$ cat config.mk
export PLATFORM = sky130hd
export DESIGN_NAME = pitch_target_generator
export DESIGN_NICKNAME = d
export VERILOG_FILES = /design/src/rtl/ptg_pkg.sv /design/src/rtl/ptg_accent_ram.sv /design/src/rtl/ptg_target_queue.sv /design/src/rtl/pitch_target_generator.sv
export SDC_FILE = /design/constraint.sdc
export NUM_CORES = 1
export LEC_CHECK = 0
export ABC_AREA = 1
export BUFFER_PORTS_ARGS = -buffer_cell sky130_fd_sc_hd__buf_2
export CAP_MARGIN = 25
export CORE_UTILIZATION = 60
export DETAILED_ROUTE_END_ITERATION = 10
export GPL_TIMING_DRIVEN = 1
export PLACE_DENSITY_LB_ADDON = 0.1
export SYNTH_ARGS = -nofsm -noshare
export SYNTH_HDL_FRONTEND = slang
export SYNTH_SLANG_ARGS = --single-unit
$ cat constraint.sdc
create_clock -name aclk -period 4.73 [get_ports aclk]
set_input_delay 0.7095 -clock aclk [delete_from_list [all_inputs] [get_ports aclk]]
set_output_delay 0.7095 -clock aclk [all_outputs]
set_load 0.05 [all_outputs]
$ cat src/rtl/ptg_pkg.sv
// Types, codes and the accent rule table of the pitch target generator.
package ptg_pkg;

    localparam logic [2:0] ACC_NONE    = 3'd0;
    localparam logic [2:0] ACC_H_STAR  = 3'd1;
    localparam logic [2:0] ACC_H_OPEN  = 3'd2;
    localparam logic [2:0] ACC_LH      = 3'd3;
    localparam logic [2:0] ACC_LL      = 3'd4;
    localparam logic [2:0] ACC_H_LH    = 3'd5;
    localparam logic [2:0] ACC_H_LL    = 3'd6;
    localparam logic [2:0] ACC_UNKNOWN = 3'd7;

    localparam logic [6:0] INIT_PERCENT  = 7'd0;
    localparam logic [7:0] INIT_FREQ     = 8'd125;
    localparam logic [6:0] FINAL_PERCENT = 7'd99;
    localparam logic [7:0] FINAL_FREQ    = 8'd70;

    typedef enum logic [1:0] {
        ANCHOR_START = 2'd0,
        ANCHOR_PHONE = 2'd1,
        ANCHOR_END   = 2'd2
    } anchor_t;

    typedef struct packed {
        anchor_t    anchor;
        logic [6:0] percent;
        logic [7:0] freq;
    } rule_t;

    typedef struct packed {
        logic [7:0] phone;
        logic [6:0] percent;
        logic [7:0] freq;
    } target_t;

    typedef struct packed {
        logic put;
        logic close;
    } queue_ctrl_t;

    typedef struct packed {
        logic can_put;
        logic can_close;
    } queue_stat_t;

    function automatic logic [2:0] rule_count(input logic [2:0] acc);
        logic [2:0] n;
        case (acc) inside
            ACC_H_STAR:         n = 3'd2;
            ACC_LH, ACC_LL:     n = 3'd1;
            ACC_H_LH, ACC_H_LL: n = 3'd4;
            default:            n = 3'd0;
        endcase
        return n;
    endfunction

    function automatic rule_t rule_at(input logic [2:0] acc, input logic [1:0] j);
        rule_t r;
        r = '{ANCHOR_START, 7'd0, 8'd100};
        case (acc)
            ACC_LH: r = '{ANCHOR_END, 7'd90, 8'd100};
            ACC_LL: r = '{ANCHOR_END, 7'd99, 8'd80};
            default: begin
                case (j)
                    2'd0: r = '{ANCHOR_START, 7'd0, 8'd100};
                    2'd1: r = '{ANCHOR_PHONE, 7'd30, 8'd130};
                    2'd2: r = (acc == ACC_H_LH) ? rule_t'{ANCHOR_PHONE, 7'd80, 8'd100}
                                                : rule_t'{ANCHOR_PHONE, 7'd80, 8'd90};
                    default: r = (acc == ACC_H_LH) ? rule_t'{ANCHOR_END, 7'd99, 8'd120}
                                                   : rule_t'{ANCHOR_END, 7'd99, 8'd80};
                endcase
            end
        endcase
        return r;
    endfunction

endpackage

$ cat src/rtl/ptg_accent_ram.sv
// Accent code buffer: one write port, one registered read port.
module ptg_accent_ram #(
    parameter int DEPTH  = 8,
    parameter int ADDR_W = 3
) (
    input  logic              aclk,
    input  logic              we,
    input  logic [ADDR_W-1:0] waddr,
    input  logic [2:0]        wdata,
    input  logic              re,
    input  logic [ADDR_W-1:0] raddr,
    output logic [2:0]        rdata
);

    logic [2:0] mem [DEPTH];
    logic [2:0] rdata_reg;

    always_ff @(posedge aclk) begin
        if (we) begin
            mem[waddr] <= wdata;
        end
        if (re) begin
            rdata_reg <= mem[raddr];
        end
    end

    assign rdata = rdata_reg;

endmodule

$ cat src/rtl/ptg_target_queue.sv
// One-deep pending target plus output register; tags the final target of a run.
module ptg_target_queue (
    input  logic                 aclk,
    input  logic                 aresetn,
    input  ptg_pkg::queue_ctrl_t ctrl,
    input  ptg_pkg::target_t     target,
    output ptg_pkg::queue_stat_t stat,
    output logic                 m_tvalid,
    input  logic                 m_tready,
    output logic [23:0]          m_tdata,   // target_phone, target_percent, target_freq, 0
    output logic                 m_tlast    // last_of_run
);
    import ptg_pkg::*;

    target_t pend_reg;
    logic    pend_valid_reg;
    target_t out_reg;
    logic    out_last_reg;
    logic    out_valid_reg;
    logic    out_free;

    assign out_free       = !out_valid_reg || m_tready;
    assign stat.can_put   = !pend_valid_reg || out_free;
    assign stat.can_close = !pend_valid_reg || out_free;

    always_ff @(posedge aclk) begin
        if (!aresetn) begin
            pend_valid_reg <= 1'b0;
            out_valid_reg  <= 1'b0;
        end else if (ctrl.put && stat.can_put) begin
            pend_reg       <= target;
            pend_valid_reg <= 1'b1;
            if (pend_valid_reg) begin
                out_reg       <= pend_reg;
                out_last_reg  <= 1'b0;
                out_valid_reg <= 1'b1;
            end else if (m_tready) begin
                out_valid_reg <= 1'b0;
            end
        end else if (ctrl.close && pend_valid_reg && out_free) begin
            out_reg        <= pend_reg;
            out_last_reg   <= 1'b1;
            out_valid_reg  <= 1'b1;
            pend_valid_reg <= 1'b0;
        end else if (m_tready) begin
            out_valid_reg <= 1'b0;
        end
    end

    assign m_tvalid = out_valid_reg;
    assign m_tdata  = {1'b0, out_reg.freq, out_reg.percent, out_reg.phone};
    assign m_tlast  = out_last_reg;

endmodule

$ cat src/rtl/pitch_target_generator.sv
// Pitch target generator top level: phoneme sequencer around the accent buffer.
//
// Input stream s_*: one transaction per phoneme, syllable number and accent code
// in s_tdata, end of utterance on s_tlast. Output stream m_*: one transaction per
// pitch target, phoneme index, percent and frequency in m_tdata, m_tlast on the
// final target caused by an input phoneme.
// A phoneme is taken only while the sequencer is idle. Each input passes its accept
// step, a step to buffer its accent and a step to close the run, plus, for each
// buffered phoneme flushed, a read of the accent buffer and an emit step for each
// target (at least one for a phoneme without targets), plus a step for the final
// target at an end of utterance. The single read port and one target per cycle,
// while the output queue can take one, bound this work; the next phoneme waits
// until the run is closed. The first target of a transaction passes the pending
// register before it reaches the output register.
// Reset (aresetn low, synchronous) empties the buffer count, clears the phoneme
// counter and arms the utterance start target; the buffer contents need no clear.
// A stalled receiver holds m_tdata; the sequencer waits with the next target
// pending, and s_tready stays low until the run's last target has reached the
// output register.
module pitch_target_generator #(
    parameter int MAX_SYL_PHONES = 8,
    parameter int MAX_PHONES     = 256
) (
    input  logic        aclk,
    input  logic        aresetn,
    input  logic        s_tvalid,
    output logic        s_tready,
    input  logic [15:0] s_tdata,   // syllable_id, accent_code, 0
    input  logic        s_tlast,   // end_of_utterance
    output logic        m_tvalid,
    input  logic        m_tready,
    output logic [23:0] m_tdata,   // target_phone, target_percent, target_freq, 0
    output logic        m_tlast    // last_of_run
);
    import ptg_pkg::*;

    localparam int FILL_W = $clog2(MAX_SYL_PHONES + 1);
    localparam int ADDR_W = $clog2(MAX_SYL_PHONES);
    localparam int LIMIT  = (MAX_PHONES - 1 < 255) ? MAX_PHONES - 1 : 255;
    localparam logic [7:0]        PHONE_LIMIT = 8'(LIMIT);
    localparam logic [FILL_W-1:0] FILL_FULL   = FILL_W'(MAX_SYL_PHONES);

    typedef enum logic [5:0] {
        ST_IDLE  = 6'b000001,
        ST_READ  = 6'b000010,
        ST_EMIT  = 6'b000100,
        ST_WRITE = 6'b001000,
        ST_FINAL = 6'b010000,
        ST_DONE  = 6'b100000
    } state_t;

    state_t            state_reg, state_next;
    logic [FILL_W-1:0] fill_reg, fill_next;
    logic [7:0]        start_reg, start_next;
    logic [7:0]        prev_reg, prev_next;
    logic [7:0]        counter_reg, counter_next;
    logic              fresh_reg, fresh_next;
    logic [ADDR_W-1:0] k_reg, k_next;
    logic [1:0]        j_reg, j_next;
    logic              phase_new_reg, phase_new_next;
    logic [2:0]        acc_reg, acc_next;
    logic              eou_reg, eou_next;

    queue_ctrl_t q_ctrl;
    queue_stat_t q_stat;
    target_t     put_target;
    logic        ram_we, ram_re;
    logic [2:0]  rd_acc;
    rule_t       rule;
    logic [2:0]  cnt;
    logic [9:0]  p_sum, e_sum;
    logic [7:0]  p_phone, e_phone, rule_phone;
    logic        advance;

    assign s_tready = (state_reg == ST_IDLE);

    assign rule  = rule_at(rd_acc, j_reg);
    assign cnt   = rule_count(rd_acc);
    assign p_sum = {2'b00, start_reg} + 10'(k_reg);
    assign e_sum = {2'b00, start_reg} + 10'(fill_reg) - 10'd1;
    assign p_phone = (p_sum > 10'(PHONE_LIMIT)) ? PHONE_LIMIT : p_sum[7:0];
    assign e_phone = (e_sum > 10'(PHONE_LIMIT)) ? PHONE_LIMIT : e_sum[7:0];

    always_comb begin
        case (rule.anchor)
            ANCHOR_PHONE: rule_phone = p_phone;
            ANCHOR_END:   rule_phone = e_phone;
            default:      rule_phone = start_reg;
        endcase
    end

    always_comb begin
        state_next     = state_reg;
        fill_next      = fill_reg;
        start_next     = start_reg;
        prev_next      = prev_reg;
        counter_next   = counter_reg;
        fresh_next     = fresh_reg;
        k_next         = k_reg;
        j_next         = j_reg;
        phase_new_next = phase_new_reg;
        acc_next       = acc_reg;
        eou_next       = eou_reg;
        q_ctrl         = '0;
        put_target     = '{counter_reg, rule.percent, rule.freq};
        ram_we         = 1'b0;
        ram_re         = 1'b0;
        advance        = 1'b0;

        unique case (state_reg)
            ST_IDLE: begin
                if (s_tvalid) begin
                    acc_next  = s_tdata[10:8];
                    eou_next  = s_tlast;
                    prev_next = s_tdata[7:0];
                    k_next    = '0;
                    j_next    = '0;
                    phase_new_next = 1'b0;
                    if (fresh_reg) begin
                        fresh_next = 1'b0;
                        fill_next  = '0;
                        start_next = counter_reg;
                        q_ctrl.put = 1'b1;
                        put_target = '{counter_reg, INIT_PERCENT, INIT_FREQ};
                        state_next = ST_WRITE;
                    end else if (s_tdata[7:0] != prev_reg || fill_reg == FILL_FULL) begin
                        if (fill_reg == '0) begin
                            start_next = counter_reg;
                            state_next = ST_WRITE;
                        end else begin
                            state_next = ST_READ;
                        end
                    end else begin
                        state_next = ST_WRITE;
                    end
                end
            end
            ST_READ: begin
                ram_re     = 1'b1;
                state_next = ST_EMIT;
            end
            ST_EMIT: begin
                if (cnt == 3'd0) begin
                    advance = 1'b1;
                end else if (q_stat.can_put) begin
                    q_ctrl.put = 1'b1;
                    put_target = '{rule_phone, rule.percent, rule.freq};
                    if (3'(j_reg) + 3'd1 == cnt) begin
                        advance = 1'b1;
                    end else begin
                        j_next = j_reg + 2'd1;
                    end
                end
                if (advance) begin
                    j_next = '0;
                    if (FILL_W'(k_reg) + FILL_W'(1) == fill_reg) begin
                        if (phase_new_reg) begin
                            state_next = ST_FINAL;
                        end else begin
                            start_next = counter_reg;
                            fill_next  = '0;
                            state_next = ST_WRITE;
                        end
                    end else begin
                        k_next     = k_reg + ADDR_W'(1);
                        state_next = ST_READ;
                    end
                end
            end
            ST_WRITE: begin
                ram_we    = 1'b1;
                fill_next = fill_reg + FILL_W'(1);
                if (eou_reg) begin
                    phase_new_next = 1'b1;
                    k_next         = '0;
                    j_next         = '0;
                    state_next     = ST_READ;
                end else begin
                    if (counter_reg < PHONE_LIMIT) begin
                        counter_next = counter_reg + 8'd1;
                    end
                    state_next = ST_DONE;
                end
            end
            ST_FINAL: begin
                if (q_stat.can_put) begin
                    q_ctrl.put = 1'b1;
                    put_target = '{counter_reg, FINAL_PERCENT, FINAL_FREQ};
                    state_next = ST_DONE;
                end
            end
            ST_DONE: begin
                q_ctrl.close = 1'b1;
                if (q_stat.can_close) begin
                    state_next = ST_IDLE;
                    if (eou_reg) begin
                        fill_next    = '0;
                        start_next   = '0;
                        prev_next    = '0;
                        counter_next = '0;
                        fresh_next   = 1'b1;
                    end
                end
            end
            default: state_next = ST_IDLE;
        endcase
    end

    always_ff @(posedge aclk) begin
        if (!aresetn) begin
            state_reg   <= ST_IDLE;
            fill_reg    <= '0;
            start_reg   <= '0;
            prev_reg    <= '0;
            counter_reg <= '0;
            fresh_reg   <= 1'b1;
        end else begin
            state_reg   <= state_next;
            fill_reg    <= fill_next;
            start_reg   <= start_next;
            prev_reg    <= prev_next;
            counter_reg <= counter_next;
            fresh_reg   <= fresh_next;
        end
    end

    always_ff @(posedge aclk) begin
        k_reg         <= k_next;
        j_reg         <= j_next;
        phase_new_reg <= phase_new_next;
        acc_reg       <= acc_next;
        eou_reg       <= eou_next;
    end

    ptg_accent_ram #(
        .DEPTH  (MAX_SYL_PHONES),
        .ADDR_W (ADDR_W)
    ) u_accent_ram (
        .aclk  (aclk),
        .we    (ram_we),
        .waddr (fill_reg[ADDR_W-1:0]),
        .wdata (acc_reg),
        .re    (ram_re),
        .raddr (k_reg),
        .rdata (rd_acc)
    );

    ptg_target_queue u_target_queue (
        .aclk     (aclk),
        .aresetn  (aresetn),
        .ctrl     (q_ctrl),
        .target   (put_target),
        .stat     (q_stat),
        .m_tvalid (m_tvalid),
        .m_tready (m_tready),
        .m_tdata  (m_tdata),
        .m_tlast  (m_tlast)
    );

endmodule

Word-level counts from Yosys, hierarchy flattened
Memory sizes are Yosys's and may differ from the RTL's. A register that Yosys moved wholly into a read port is not among the register bits.
Index checks and enable logic that the tools add are counted.
{"block": "classes", "addsub": 9, "order_cmp": 3, "eq_ne": 37, "n_mux": 93, "reduce_logical": 31}
{"op": "2-to-1 mux 23 bit", "count": 5}
{"op": "2-to-1 mux 8 bit", "count": 14}
{"op": "one-hot mux 23 bit (3 select lines)", "count": 1}
{"op": "2-to-1 mux 6 bit", "count": 10}
{"op": "one-hot mux 17 bit (3 select lines)", "count": 1}
{"op": "one-hot mux 8 bit (2 select lines)", "count": 3}
{"op": "2-to-1 mux 15 bit", "count": 3}
{"op": "one-hot mux 6 bit (6 select lines)", "count": 1}
{"op": "one-hot mux 17 bit (2 select lines)", "count": 1}
{"op": "2-to-1 mux 4 bit", "count": 8}
{"op": "2-to-1 mux 1 bit", "count": 25}
{"op": "one-hot mux 8 bit (3 select lines)", "count": 1}
{"op": "2-to-1 mux 3 bit", "count": 7}
{"op": "inequality test 2 bit, second input constant", "count": 9}
{"op": "one-hot mux 4 bit (4 select lines)", "count": 1}
{"op": "2-to-1 mux 2 bit", "count": 6}
{"op": "> comparator 10 x 8 -> 1 bit, second input constant", "count": 1}
{"op": "AND reduction 5 bit", "count": 2}
{"op": "subtractor 9 x 1 -> 10 bit, second input constant", "count": 1}
{"op": "adder 8 x 3 -> 9 bit", "count": 1}
{"op": "adder 8 x 4 -> 9 bit", "count": 1}
{"op": "== test 3 bit, second input constant", "count": 3}
{"op": "> comparator 9 x 8 -> 1 bit, second input constant", "count": 1}
{"op": "one-hot mux 3 bit (3 select lines)", "count": 1}
{"op": "45 further kinds", "count": 66}
{"block": "totals", "register_bits": 94, "ram_bits": 24, "input_bits": 21, "output_inout_bits": 27, "word_cells": 194, "mem_count": 1}
{"name": "u_accent_ram.mem", "words": 8, "width": 3, "read_ports": 1, "rd_clocked_by_memory_dff": 1, "wr": 1, "line_no": "ptg_accent_ram.sv:15", "text": "logic [2:0] mem [DEPTH];"}

Logic depth before layout (Yosys ltp)
Gate-level depths: netlist (run 1).
{"block": "logic_depth", "word_depth": 12, "ltp_mapped": 16, "ltp_nobuf": 16}

Modules after synthesis
A second synthesis (run 1) with hierarchy kept.
{"block": "unflattened", "hier_cells": 830, "hier_area_um2": 6766.5}
{"mod": "pitch_target_generator", "instances": 1, "cells_per_inst": 633, "area_per_inst_um2": 3996.3, "seq_area_each_um2": 1001.0}
{"mod": "ptg_target_queue", "instances": 1, "cells_per_inst": 73, "area_per_inst_um2": 1562.7, "seq_area_each_um2": 1451.4}
{"mod": "ptg_accent_ram", "instances": 1, "cells_per_inst": 124, "area_per_inst_um2": 1207.4, "seq_area_each_um2": 810.8}

Worst setup path before layout (run 1)
Ideal clock, no wire load.
{"block": "synth_path", "path_kind": "in2reg", "start": "in s_tvalid", "end": "reg u_target_queue.out_reg (netlist bit u_target_queue.m_tdata[0]), enable pin", "setup_time_ns": 0.401, "t_arrival_ns": 2.462, "required_time_ns": 4.329, "slack_ns": 1.867, "cell_stages": 8, "n_path_buf": 0, "path_cell_list": "inv_1 > nor2_1 > nand2_1 > nand2_1 > o21ai_1 > nand2_1 > nand2_1 > nor2_1"}
{"block": "synth_via", "elab_chain_cells": 5, "elab_cells_between_ends": 6, "classes_between": "eq/ne (1); mux (2); reduce/logical (3)"}
{"item": "start: declaration", "line_no": "pitch_target_generator.sv:26", "text": "input logic s_tvalid,"}
{"item": "2-to-1 mux 1 bit (*)", "line_no": "pitch_target_generator.sv:112", "text": "if (s_tvalid) begin"}
{"item": "one-hot mux 1 bit (3 select lines) (*)", "line_no": "pitch_target_generator.sv:110", "text": "unique case (state_reg)"}
{"item": "logical AND 1 bit (*)", "line_no": "ptg_target_queue.sv:30", "text": "end else if (ctrl.put && stat.can_put) begin"}
{"item": "inequality test 2 x 1 -> 1 bit (no line) / nonzero test 2 bit (equally long branches)"}
{"item": "AND reduction 3 bit (no line) (*)"}
{"item": "end signal: assignment", "line_no": "ptg_target_queue.sv:34", "text": "out_reg <= pend_reg;"}
{"item": "end signal: assignment", "line_no": "ptg_target_queue.sv:41", "text": "out_reg <= pend_reg;"}
{"item": "end: declaration", "line_no": "ptg_target_queue.sv:17", "text": "target_t out_reg;"}
Mark *: on every way between the ends. The rest lies on a longest branch, timed or not.
A chain may end at the register's enable or synchronous reset.

==> flow_metrics.env, run 1 <==
export IMPL_status="complete, no violations"
export IMPL_wl_um=14500
export IMPL_firstDrtPassIters=5
export IMPL_power_density_mw_per_mm2=622
export IMPL_io_pins=48
export IMPL_crit_fanout=8
export IMPL_end_kind="flop"
export IMPL_largest_register_ffs=24
export IMPL_antenna_cells=0
export IMPL_ys_seq_area_share_pct=49.2
export IMPL_reg2reg_depth=14
export IMPL_tightest_slew_ns=0.621
export IMPL_grtUsageTotal_pct=27.7
export IMPL_grt_ovfl_total=0
export IMPL_fillers=787
export IMPL_syn_inst=768
export IMPL_die_w_um=105
export IMPL_fin_crit_ns=2.95
export IMPL_setup_tns_ns=0
export IMPL_synth_top_area_share_pct=37.6
export IMPL_coreArea_mm2=0.0103
export IMPL_hold_viol_final=0
export IMPL_synth_nets=818
export IMPL_synth_top_cell_by_area="edfxtp_1"
export IMPL_first_iter_violations=343
export IMPL_leakage_nw=3.15
export IMPL_clkTransAtPathRegs_ns=0.06
export IMPL_hold_path_class="in2reg"
export IMPL_yosysWarningCount=0
export IMPL_cts_resized=0
export IMPL_reg2reg_from="fill_reg[1]"
export IMPL_cts_setup_buffers=0
export IMPL_cts_sinks=117
export IMPL_rsz0062_at_grt="no"
export IMPL_synthTopCellsByCount="nand2_1 (194), nor2_1 (90), inv_1 (82), edfxtp_1 (80), nand3_1 (56)"
export IMPL_die_area_mm2=0.0111
export IMPL_synth_ff_type="edfxtp_1"
export IMPL_clk_path_buf_depth=2
export IMPL_port_buffers=41
export IMPL_cts_tree="built"
export IMPL_cp_startpoint="fill_reg[1]"
export IMPL_numPlacedInstances=925
export IMPL_startpoint_type="flop"
export IMPL_grt_pass1_wl_um=24000
export IMPL_multi_input_area_mm2=0.00280
export IMPL_nets=859
export IMPL_required_ns=5.00
export IMPL_synth_most_common_cell="nand2_1"
export IMPL_fmax_mhz=339
export IMPL_final_cell_area_mm2=0.00730
export IMPL_routedWlPerCell_um=15.1
export IMPL_setup_violations=0
export IMPL_std_cell_rows=37
export IMPL_avgSynthCellArea_um2=8.33
export IMPL_synthTopCellsByArea="edfxtp_1 (38%), dfxtp_1 (12%), nand2_1 (11%)"
export IMPL_routabilityCongestion=0.918
export IMPL_hold_depth=1
export IMPL_cts_root_buf="clkbuf_8"
export IMPL_ir_worst_vdd_mv=0.303
export IMPL_ys_ff_latch=117
export IMPL_numCtsBuffers=17
export IMPL_period_share_pct=62.4
export IMPL_grt_antenna_before_repair=0
export IMPL_async_reset_ff_share_pct=0
export IMPL_ys_types=40
export IMPL_synth_area_mm2=0.00639
export IMPL_stdcell_count=958
export IMPL_via_count=5322
export IMPL_grt_pass1_vias=5079
export IMPL_hp_start="s_tdata[9]"
export IMPL_finalMaxSlewViolations=0
export IMPL_htree_levels=4
export IMPL_start_util_pct=61.9
export IMPL_skew_ns=0.00919
export IMPL_hold_buffers=0
export IMPL_drc=0
export IMPL_path_class="reg2reg"
export IMPL_fp_dieH_um=105
export IMPL_max_slew_margin_pct=58.3
export IMPL_max_cap_viol_count=0
export IMPL_drive_gt1_share_pct=12.5
export IMPL_synthToLayoutAreaGrowth_pct=14.2
export IMPL_clk_latency_ns=0.52
export IMPL_dpl_hpwl_um=10200
export IMPL_vias_per_cell=5.56
export IMPL_seqCellArea_mm2=0.00314
export IMPL_cp_arrival_ns=3.22
export IMPL_grt_max_degree=29
export IMPL_synth_edf_count=80
export IMPL_ant_nets=0
export IMPL_placed_area_mm2=0.00667
area by class of cell:
cell class	count	area share, %
Inverter	91	4.68
Timing Repair Buffer	43	3.12
Clock buffer	18	5.72
Clock inverter	14	2.74
Sequential cell	117	43.1
Multi-Input combinational cell	539	38.4
Tap cell	136	2.33
where the power goes:
part / switching (mW) / internal [mW] / leakage [nW]
Clock: 0.490 / 0.863 / 0.294
Sequential: 0.167 / 1.32 / 1.04
Combinational: 1.14 / 0.558 / 1.82
through the flow:
stage	utilization, %	hold WS (ns)	power [mW]	setup WS (ns)
global placement	64.6	0.401	3.10	1.67
global route	70.7	0.365	4.84	1.50
floorplan	-	0.400	2.80	1.87
detailed placement	64.6	0.405	3.17	1.53
CTS	70.6	0.365	4.52	1.56
finish	70.7	0.371	4.54	1.78
per-layer routing:
layer / part of all wire [%] / vias to the layer above / track usage [%]
li1: - / 2634 / -
met1: 43 / 2442 / 34.8
met2: 49 / 210 / 46.9
met3: 5.4 / 36 / 4.82
met4: 2.2 / 0 / 11.9
met5: 0 / - / 0
kinds of logic after synthesis:
| group | count (synthesis) | synth area share (%) |
|---|---|---|
| and+or+nand+nor | 392 | 26.9 |
| DFF | 117 | 49.2 |
| buffers and inverters | 112 | 7.08 |
| AOI/OAI and AO/OA | 101 | 8.71 |
| adders and majority gates | 29 | 5.91 |
| xor gates and xnor gates | 16 | 2.19 |
| other | 1 | 0.0587 |
critical path: stages, from the launching register on:
cell,delay [ns]
dfxtp_1,0.49
inv_2,0.14
ha_1,0.33
inv_1,0.08
ha_1,0.17
inv_1,0.05
fa_1,0.41
inv_1,0.10
nand3_1,0.13
nand4_1,0.16
nand3_1,0.20
o21ai_0,0.25
nand2_1,0.09
nand2_1,0.07
nand2_1,0.05
worst paths after layout:
check | endpoint | slack [ns]
min | acc_reg[1] | 0.37
min reg2reg | u_target_queue.m_tdata[18] | 0.42
max | u_target_queue.pend_reg[15] | 1.78
max reg2reg | u_target_queue.pend_reg[15] | 1.78
placed cells by master, fill, tap and decap left out, types with 27 or more instances in the layout:
| master | Yosys | routed |
|---|---|---|
| nand2_1 | 194 | 194 |
| nand3_1 | 56 | 56 |
| edfxtp_1 | 80 | 80 |
| ha_1 | 27 | 27 |
| nor2_1 | 90 | 89 |
| a21oi_1 | 45 | 45 |
| inv_1 | 82 | 82 |
| dfxtp_1 | 37 | 37 |
| buf_2 | 5 | 41 |
| o21ai_0 | 36 | 36 |
Power figures use the tool's default switching activity.
==> inputs of run 2 (changes only) <==
clock period = 2.9 ns   (was 4.73 ns; I/O delays follow)
==> run 2 against run 1 <==
  * First-iteration DRC count is 39% higher
  * Final cell count increased by 0.84%
  * Non-clock buffer count rose by 8
  * Core utilization increased by 0.48 points
  * Cell area increased by 0.69%
  * Flip-flop and latch count did not move
  * Worst hold slack worse by 0.29 ns
  * Power rose by 63%
  * Global-route usage is essentially flat
  * Critical path depth stayed put
  * Setup slack got worse by 1.6 ns
  * Routed wire length down 0.91%
  * Highest routed layer unchanged
==> flow_metrics.env, run 2 (same netlist as run 1, synthesis figures left out) <==
export IMPL_status="complete, no violations"
export IMPL_setup_tns_ns=0
export IMPL_start_util_pct=61.9
export IMPL_grt_ovfl_total=0
export IMPL_max_slew_margin_pct=59.5
export IMPL_skew_ns=0.00729
export IMPL_path_class="reg2reg"
export IMPL_timing_rr_end="u_target_queue.pend_reg[16]"
export IMPL_cp_common_cell="nand2_1"
export IMPL_fmax_mhz=373
export IMPL_grtUsageTotal_pct=27.7
export IMPL_first_iter_violations=478
export IMPL_cts_sinks=117
export IMPL_required_ns=3.18
export IMPL_port_buffers=41
export IMPL_grt_antenna_before_repair=0
export IMPL_whs_endpoint="acc_reg[1]"
export IMPL_hold_path_class="in2reg"
export IMPL_rsz0062_at_grt="no"
export IMPL_reg2reg_depth=14
export IMPL_coreArea_mm2=0.0103
export IMPL_numCtsBuffers=17
export IMPL_std_cell_rows=37
export IMPL_nets=867
export IMPL_cp_arrival_ns=2.96
export IMPL_routabilityCongestion=0.885
export IMPL_hp_start="s_tdata[9]"
export IMPL_stdcell_count=966
export IMPL_cts_setup_buffers=0
export IMPL_die_area_mm2=0.0111
export IMPL_setup_violations=0
export IMPL_drc=0
export IMPL_clk_path_buf_depth=2
export IMPL_reg2reg_from="start_reg[3]"
export IMPL_max_cap_viol_count=0
export IMPL_slowest_stage="dfxtp_1"
export IMPL_grt_pass1_wl_um=23900
export IMPL_grt_pass1_vias=5074
export IMPL_reg2reg_slack_ns=0.22
export IMPL_clk_latency_ns=0.52
export IMPL_fin_crit_ns=2.68
export IMPL_crit_path_max_incr_delay_ns=0.47
export IMPL_cts_root_buf="clkbuf_8"
export IMPL_wl_um=14300
export IMPL_layout_commonest_cell="nand2_1"
export IMPL_via_count=5421
export IMPL_dpl_hpwl_um=10200
export IMPL_startpoint_type="flop"
export IMPL_finalMaxSlewViolations=0
export IMPL_vias_per_cell=5.61
export IMPL_period_share_pct=92.6
export IMPL_leakage_nw=3.20
export IMPL_worstPathCellList="inv_1, ha_1, inv_1, ha_1, a21oi_1, nand2_1, nand2_1, nand2_1, nand2_1, nand3_1, o21ai_1, nand2_1, nand2_1, nand2_1"
export IMPL_synthToLayoutAreaGrowth_pct=15.0
export IMPL_cts_resized=0
export IMPL_hold_viol_final=0
export IMPL_clkTransAtPathRegs_ns=0.06
export IMPL_cts_tree="built"
export IMPL_drive_gt1_share_pct=13.3
export IMPL_routedWlPerCell_um=14.8
export IMPL_ir_worst_vdd_mv=0.597
export IMPL_grt_max_degree=29
export IMPL_antenna_cells=0
export IMPL_hold_depth=1
export IMPL_numPlacedInstances=934
export IMPL_end_kind="flop"
export IMPL_fp_dieH_um=105
export IMPL_mostFrequentLayoutCells="nand2_1 (194), nor2_1 (89), inv_1 (82)"
export IMPL_tightest_slew_ns=0.603
export IMPL_ant_nets=0
export IMPL_crit_fanout=8
export IMPL_cp_startpoint="start_reg[3]"
export IMPL_largest_register_ffs=24
export IMPL_die_w_um=105
export IMPL_hold_buffers=0
export IMPL_power_density_mw_per_mm2=1010
export IMPL_htree_levels=4
export IMPL_firstDrtPassIters=5
export IMPL_io_pins=48
run 2: cell types whose count changed in the layout (fill, tap and decap cells not counted):
cell and change:
buf_8 -1, clkinvlp_4 -2, inv_6 +1, buf_4 +9
clkinv_1 +2, clkbuf_1 -1
run 2: metrics by stage:
stage | hold slack (ns) | util (%) | area (um2) | total power [mW] | setup WS [ns]
after detailed placement | 0.405 | 65.2 | 6740 | 5.21 | 0.260
after global routing | 0.0643 | 71.2 | 7350 | 7.93 | 0.0173
final | 0.0849 | 71.2 | 7350 | 7.42 | 0.216
after floorplan | 0.400 | - | 6390 | 4.57 | 0.0722
after global placement | 0.401 | 65.2 | 6740 | 5.12 | 0.307
after CTS | 0.0720 | 71.2 | 7350 | 7.43 | 0.240
run 2: final cells by class:
cell class              count  area, um2
repair buffers             51        280
multi-input cells         539       2800
inverters                  91        342
clock buffers              17        414
well taps                 136        170
flip-flops and latches    117       3140
fillers                   775       2970
clock inverters            15        201
run 2: worst max-delay path by stage:
| stage | to | slack [ns] |
|---|---|---|
| final | u_target_queue.pend_reg[16] | 0.22 |
| after detailed placement | u_target_queue.pend_reg[22] | 0.26 |
| after global placement | u_target_queue.pend_reg[15] | 0.31 |
| after floorplan | u_target_queue.m_tdata[0] | 0.07 |
| after CTS | u_target_queue.pend_reg[22] | 0.24 |
| after global routing | u_target_queue.pend_reg[21] | 0.02 |
run 2: power by group:
part           internal [mW]  switching [mW]  total [mW]
logic                  0.939            1.93        2.87
registers               2.15           0.216        2.37
clock network           1.40           0.783        2.19
run 2: per-layer routing:
layer / track usage (%) / wire, um
met2: 48.3 / 7180
met4: 7.65 / 313
met5: 0 / 0
met1: 34.0 / 5880
met3: 6.93 / 940
run 2: critical path, delay by kind of cell (launching register included):
family,cells,cell delay (ns)
and+or+nand+nor,8,0.75
AOI/OAI and AO/OA,2,0.44
DFF,1,0.47
adders and majority gates,2,0.63
buffers and inverters,2,0.16
==> inputs of run 3 (changes only) <==
GPL_TIMING_DRIVEN = 0   (was 1)
==> run 3 against run 2 <==
  * Final cell count increased by 1.1%
  * Clock skew increased by 0.0059 ns
  * Non-clock buffer count rose by 10
  * Count of clock-buffer cells in the layout rose by 2
  * Via count shrank 0.11%
  * Die area did not move
  * First-iteration DRC count down 3.3%
  * Critical path type unchanged
  * Largest cell class unchanged
  * Largest power group unchanged
==> flow_metrics.env, run 3 (same netlist as run 1, synthesis figures left out) <==
export IMPL_status="complete, no violations"
export IMPL_cp_buffers_inverters=4
export IMPL_fmax_mhz=360
export IMPL_maxUsedRoutingLayer="met4"
export IMPL_end_kind="flop"
export IMPL_largest_register_ffs=24
export IMPL_path_class="reg2reg"
export IMPL_stdcell_count=977
export IMPL_finalMaxSlewViolations=0
export IMPL_wl_met2_um=7690
export IMPL_grt_max_degree=22
export IMPL_hold_path_class="in2reg"
export IMPL_clkTransAtPathRegs_ns=0.06
export IMPL_port_buffers=41
export IMPL_critPathTopFamily="adder cells"
export IMPL_hold_ws_ns=0.0876
export IMPL_fp_dieH_um=105
export IMPL_hold_viol_final=0
export IMPL_layout_commonest_cell="nand2_1"
export IMPL_numCtsBuffers=17
export IMPL_wirelength_met1_um=6060
export IMPL_ir_worst_vdd_mv=0.628
export IMPL_leakage_nw=3.19
export IMPL_cp_arrival_ns=3.05
export IMPL_wl_um=15200
export IMPL_reg2reg_depth=14
export IMPL_clk_path_buf_depth=2
export IMPL_grt_pass1_wl_um=25000
export IMPL_max_slew_margin_pct=49.4
export IMPL_setup_ws_ns=0.119
export IMPL_startpoint_type="flop"
export IMPL_period_share_pct=95.9
export IMPL_synthToLayoutAreaGrowth_pct=15.4
export IMPL_required_ns=3.17
export IMPL_die_w_um=105
export IMPL_io_pins=48
export IMPL_start_util_pct=61.9
export IMPL_max_cap_viol_count=0
export IMPL_grtUsageTotal_pct=29.4
export IMPL_antenna_cells=0
export IMPL_firstDrtPassIters=6
export IMPL_clk_latency_ns=0.53
export IMPL_hold_depth=1
export IMPL_worst_path_stages=14
export IMPL_cts_sinks=117
export IMPL_mostFrequentLayoutCells="nand2_1 (194), nor2_1 (87), inv_1 (82)"
export IMPL_drc=0
export IMPL_power_density_mw_per_mm2=1010
export IMPL_wl_met3_um=939
export IMPL_hold_buffers=0
export IMPL_die_area_mm2=0.0111
export IMPL_std_cell_rows=37
export IMPL_crit_path_max_incr_delay_ns=0.42
export IMPL_via_count=5415
export IMPL_tightest_slew_ns=0.759
export IMPL_first_iter_violations=462
export IMPL_routedWlPerCell_um=15.5
export IMPL_nets=878
export IMPL_cts_root_buf="clkbuf_8"
export IMPL_dpl_hpwl_um=10800
export IMPL_coreArea_mm2=0.0103
export IMPL_vias_per_cell=5.54
export IMPL_numPlacedInstances=945
export IMPL_setup_violations=0
export IMPL_grt_antenna_before_repair=0
export IMPL_skew_ns=0.0132
export IMPL_dpl_worst_slack_ns=-0.348
export IMPL_htree_levels=4
export IMPL_grt_ovfl_total=0
export IMPL_ant_nets=0
export IMPL_fillers=784
export IMPL_drive_gt1_share_pct=13.8
export IMPL_crit_fanout=8
export IMPL_cts_tree="built"
export IMPL_routabilityCongestion=0.885
export IMPL_worstPathCellList="inv_2, ha_1, inv_1, ha_1, inv_1, fa_1, inv_1, nand3_1, nand4_1, nand3_2, o21ai_0, nand2_1, nand2_1, nand2_1"
export IMPL_fin_crit_ns=2.78
export IMPL_grt_pass1_vias=5218
export IMPL_rsz0062_at_grt="yes"
export IMPL_slowest_stage="fa_1"
run 3: cell types whose count changed in the layout (fill, tap and decap cells not counted), sizes merged:
cell      change
buf           +2
bufinv        -1
clkbuf       +10
clkinv        -2
clkinvlp      +4
inv           -3
nor2          +1
run 3: path summary, 6_finish.rpt:
check | start | end | slack [ns]
setup / recovery | fill_reg[1] | u_target_queue.pend_reg[17] | 0.12
hold / removal | s_tlast | eou_reg | 0.09
setup reg to reg | fill_reg[1] | u_target_queue.pend_reg[17] | 0.12
hold reg to reg | u_target_queue.pend_reg[14] | u_target_queue.m_tdata[14] | 0.41
run 3: where the power goes:
part,leakage (nW),switching (mW),internal [mW]
Sequential,1.04,0.227,2.15
Combinational,1.88,1.99,0.972
Clock,0.272,0.771,1.30
Total,3.19,2.99,4.43
run 3: final cells by class:
cell class                 count  area (um2)  share of cell area, %
buffer                        20         108                   1.46
multi-input combinational    540        2830                   38.4
clock buffer                  19         422                   5.71
clock inverter                13         156                   2.12
timing repair buffer          41         205                   2.78
sequential                   117        3140                   42.6
tap                          136         170                   2.31
inverter                      91         342                   4.63
run 3: repair_timing:
item | in CTS | in global routing
buffers inserted | 0 | 0
gates resized for setup | 4 | 3
gates cloned | 1 | 0
setup endpoints to repair | 45 | 49
run 3: per-stage QoR:
step / power, mW / instance area (um2) / utilization, % / setup TNS, ns
6_report: 7.42 / 7380 / 71.5 / 0
3_3_place_gp: 5.17 / 6770 / 65.6 / -25.33
5_1_grt: 7.88 / 7380 / 71.5 / -0.0417
4_1_cts: 7.39 / 7370 / 71.4 / 0
2_1_floorplan: 4.57 / 6390 / - / 0
3_5_place_dp: 5.27 / 6770 / 65.6 / -10.95
run 3: per-layer routing:
metal	vias up	GRT usage, %
li1	2671	-
met1	2491	34.4
met2	214	51.4
met3	39	5.94
met4	0	14.6
met5	-	0
